===== src/rtl/core/dkr_div.sv =====
// Restoring unsigned divider that retires one quotient bit per cycle.
// It depends on nothing; the numerator width sets its latency.
module dkr_div #(
   parameter int NW = 33,
   parameter int DW = 21
) (
   input  logic          clock,
   input  logic          reset,
   input  logic          start,
   input  logic [NW-1:0] numer,
   input  logic [DW-1:0] denom,
   output logic          done_ff,
   output logic [NW-1:0] quo_ff,
   output logic [DW-1:0] rem_ff
);
   localparam int CW = $clog2(NW + 1);

   logic [CW-1:0] cnt_ff;
   logic          run_ff;
   logic [DW-1:0] den_ff;
   logic [DW:0]   shifted;
   logic [DW:0]   diff;
   logic          ge;

   assign shifted = {rem_ff, quo_ff[NW-1]};
   assign diff    = shifted - {1'b0, den_ff};
   assign ge      = shifted >= {1'b0, den_ff};

   always_ff @(posedge clock) begin
      if (reset) begin
         run_ff  <= 1'b0;
         done_ff <= 1'b0;
         cnt_ff  <= '0;
      end else begin
         done_ff <= run_ff && (cnt_ff == CW'(1));
         if (start) begin
            run_ff <= 1'b1;
            cnt_ff <= CW'(NW);
         end else if (run_ff) begin
            cnt_ff <= cnt_ff - CW'(1);
            if (cnt_ff == CW'(1)) run_ff <= 1'b0;
         end
      end
   end

   always_ff @(posedge clock) begin
      if (start) begin
         quo_ff <= numer;
         rem_ff <= '0;
         den_ff <= denom;
      end else if (run_ff) begin
         quo_ff <= {quo_ff[NW-2:0], ge};
         rem_ff <= ge ? diff[DW-1:0] : shifted[DW-1:0];
      end
   end
endmodule


===== config.mk =====
export PLATFORM = sky130hd
export DESIGN_NAME = dkr_div
export DESIGN_NICKNAME = d
export VERILOG_FILES = /design/src/rtl/core/dkr_div.sv
export SDC_FILE = /design/constraint.sdc
export NUM_CORES = 1
export LEC_CHECK = 0
export BUFFER_PORTS_ARGS = -buffer_cell sky130_fd_sc_hd__buf_2
export CAP_MARGIN = 30
export CORE_UTILIZATION = 45
export CTS_CLUSTER_SIZE = 10
export DETAILED_ROUTE_END_ITERATION = 8
export PLACE_DENSITY = 0.71
export SLEW_MARGIN = 20
export SYNTH_ARGS = -nofsm -noshare
export SYNTH_HDL_FRONTEND = slang
export SYNTH_SLANG_ARGS = --single-unit

===== constraint.sdc =====
create_clock -name clock -period 3.5 [get_ports clock]
set_clock_uncertainty 0.2 [all_clocks]
set_input_delay 0.7 -clock clock [delete_from_list [all_inputs] [get_ports clock]]
set_output_delay 0.7 -clock clock [all_outputs]
set_load 0.02 [all_outputs]

==> flow_metrics.tcl <==
set metrics [dict create \
    required_ns 3.57 \
    path_class "reg2reg" \
    hold_viol 0 \
    whs_ns 0.300 \
    fmax_mhz 309 \
    cp_slowest_cell "a221o_1" \
    n_antenna_cell 0 \
    vias_per_cell 5.32 \
    die-area_mm2 0.0104 \
    grt_pass1_wl_um 15500 \
    grt_pass1_vias 3256 \
    r2r_slack_ns 0.27 \
    path_depth 11 \
    syn_avg_cell_area_um2 11.0 \
    postCtsHoldBufs 0 \
    grtUsageTotal 0.193 \
    start_util 0.462 \
    core-area_mm2 0.00973 \
    leakagePower_nw 2.39 \
    critPathLaunchType "register" \
    cp.arrival_ns 3.31 \
    syn-num-nets 491 \
    dieWidth_um 102 \
    rows 36 \
    grt_max_degree 34 \
    crit_path_cell_trace "inv_1 -> ha_1 -> inv_1 -> fa_1 -> a21o_1 -> a221o_1 -> a21oi_4 -> a31o_4 -> o211a_4 -> mux2i_1 -> a211oi_1" \
    cp_max_fo 30 \
    vias 3474 \
    critPathTopFamily "compound AO/OA/AOI/OAI gates" \
    yosysSeqAreaShare 0.490 \
    setup.worst_path.end_class "register" \
    vdd_drop_max_uv 254 \
    yosys.area.top_type "edfxtp_1" \
    wl_per_cell_um 14.8 \
    pre_cts_ws_ns 0.290 \
    clock-root-buffer "clkbuf_8" \
    cts_setup_buffers 0 \
    synth_area_mm2 0.00450 \
    gp_congestion 0.888 \
    drc 0 \
    syn2layout_area_growth_pct 20.4 \
    layout_min_cycle_time_ns 3.23 \
    synth_area_leaders "edfxtp_1 (36%), dfxtp_1 (13%), mux2_2 (8.0%)" \
    hold_path_depth 1 \
    drive_gt1_frac 0.333 \
    drt-total-wl_um 9680 \
    synthDistinctLibCells 54 \
    h-tree-depth 3 \
    yosysWarningCount 0 \
    tns_ns 0 \
    status "finished clean" \
    portBuffers 111 \
    ctsResizeCount 0 \
    syn_inst 410 \
    finalSetupViolCount 0 \
    cts_tree "done" \
    hpwlAfterDp_um 7200 \
    slew_viol_final 0 \
    die_h_um 102 \
    clkSinkCount 83 \
    synthFlopType "edfxtp_1" \
    drt_first_pass_iters 6 \
    period_share 0.924 \
    worst_hold_startpoint "denom[17]" \
    max_cap_violations 0 \
    cts_buffers 9 \
    tightest_slew_ns 0.556 \
    gr-total-overflow 0 \
    synth.most_common_cell "edfxtp_1" \
    slowest_delay_ns 0.45 \
    max_slew_margin 0.625 \
    crit_top_cell "inv_1" \
    antenna_found_initial 0 \
    path_buf_inv 2 \
    synth_seq_cells 83 \
    reg2regPathDepth 11 \
    synthArstFlopShare 0 \
    rsz0062_at_grt "false" \
    ant_nets 0 \
    timing.rr.start "quo_ff[32]$_DFFE_PP_" \
    fin_nets 596 \
    design_area_mm2 0.00541 \
    clk_pin_slew_ns 0.10 \
    p_per_area_mw_per_mm2 475 \
    setup_ws_ns 0.266 \
    clock_path_buffers 2 \
    synth_top_area_frac 0.361 \
    ys_top_cells_by_count "edfxtp_1 (54), mux2_2 (32), inv_1 (31)" \
    place_area_mm2 0.00516 \
    insertion_delay_ns 0.37 \
    final_util 0.556 \
    hp-class "in2reg" \
    first_iter_violations 145 \
    io_pins 112 \
    synth_edf_count 54 \
    cp-startpoint "quo_ff[32]$_DFFE_PP_" \
]
final timing paths:
check,end
hold / removal,den_ff[17]$_DFFE_PP_
setup / recovery,rem_ff[12]$_SDFFE_PP0P_
hold reg to reg,cnt_ff[1]$_SDFFE_PP0P_
setup reg to reg,rem_ff[12]$_SDFFE_PP0P_
cell usage in the layout (no fill, tap or decap), types with 6 or more instances in the layout:
cell      Yosys  final
xor2_1       10     10
mux2_2       32     32
nor3_1        6      6
a211oi_1     12     12
mux2i_1      14     14
xnor2_1      11     11
nand2_1      27     27
edfxtp_1     54     54
ha_1         23     23
inv_1        31     31
clkbuf_8      0      9
nor2_1       30     30
dfxtp_1      29     29
o21ai_0      15     15
buf_2         3    111
nand3_1      12     12
a21oi_1      21     21
routing by layer:
layer | global-route usage | wire, µm | part of all wire
met3 | 0.0520 | 560 | 0.058
met1 | 0.256 | 4550 | 0.47
met4 | 0.0495 | 63 | 0.0065
met5 | 0 | 0 | 0
met2 | 0.311 | 4500 | 0.46
per-stage QoR:
| stage | power, mW | std cells |
|---|---|---|
| detailed placement | 1.72 | 637 |
| global placement | 1.71 | 637 |
| finish | 2.57 | 653 |
| floorplan | 1.56 | 410 |
| global route | 2.69 | 653 |
| CTS | 2.60 | 653 |
cell families after synthesis:
group           Yosys count  share of synthesized area
xor+xnor                 21                     0.0409
compound gates           85                      0.136
buf+inv                  54                     0.0512
simple gates             97                      0.102
fa+ha+maj                24                     0.0684
mux                      46                      0.111
flops                    83                      0.490
power by group:
part           switching (mW)  leakage [nW]  internal, mW
clock                   0.386         0.127         0.487
sequential             0.0475         0.775          1.13
combinational           0.304          1.48         0.211
total                   0.737          2.39          1.83
layout make-up:
cell class / instances / area (µm²)
multi-input cells: 273 / 2060
inverters: 31 / 116
well taps: 133 / 166
fillers: 889 / 4320
repair buffers: 117 / 613
clock buffers: 9 / 124
flip-flops and latches: 83 / 2200
clock inverters: 7 / 128
sequential cells by signal, summed over array words and instances (netlist names):
signal,flops
cnt_ff,6
den_ff,21
done_ff,1
quo_ff,33
rem_ff,21
run_ff,1
(Power assumes the default switching activity.)
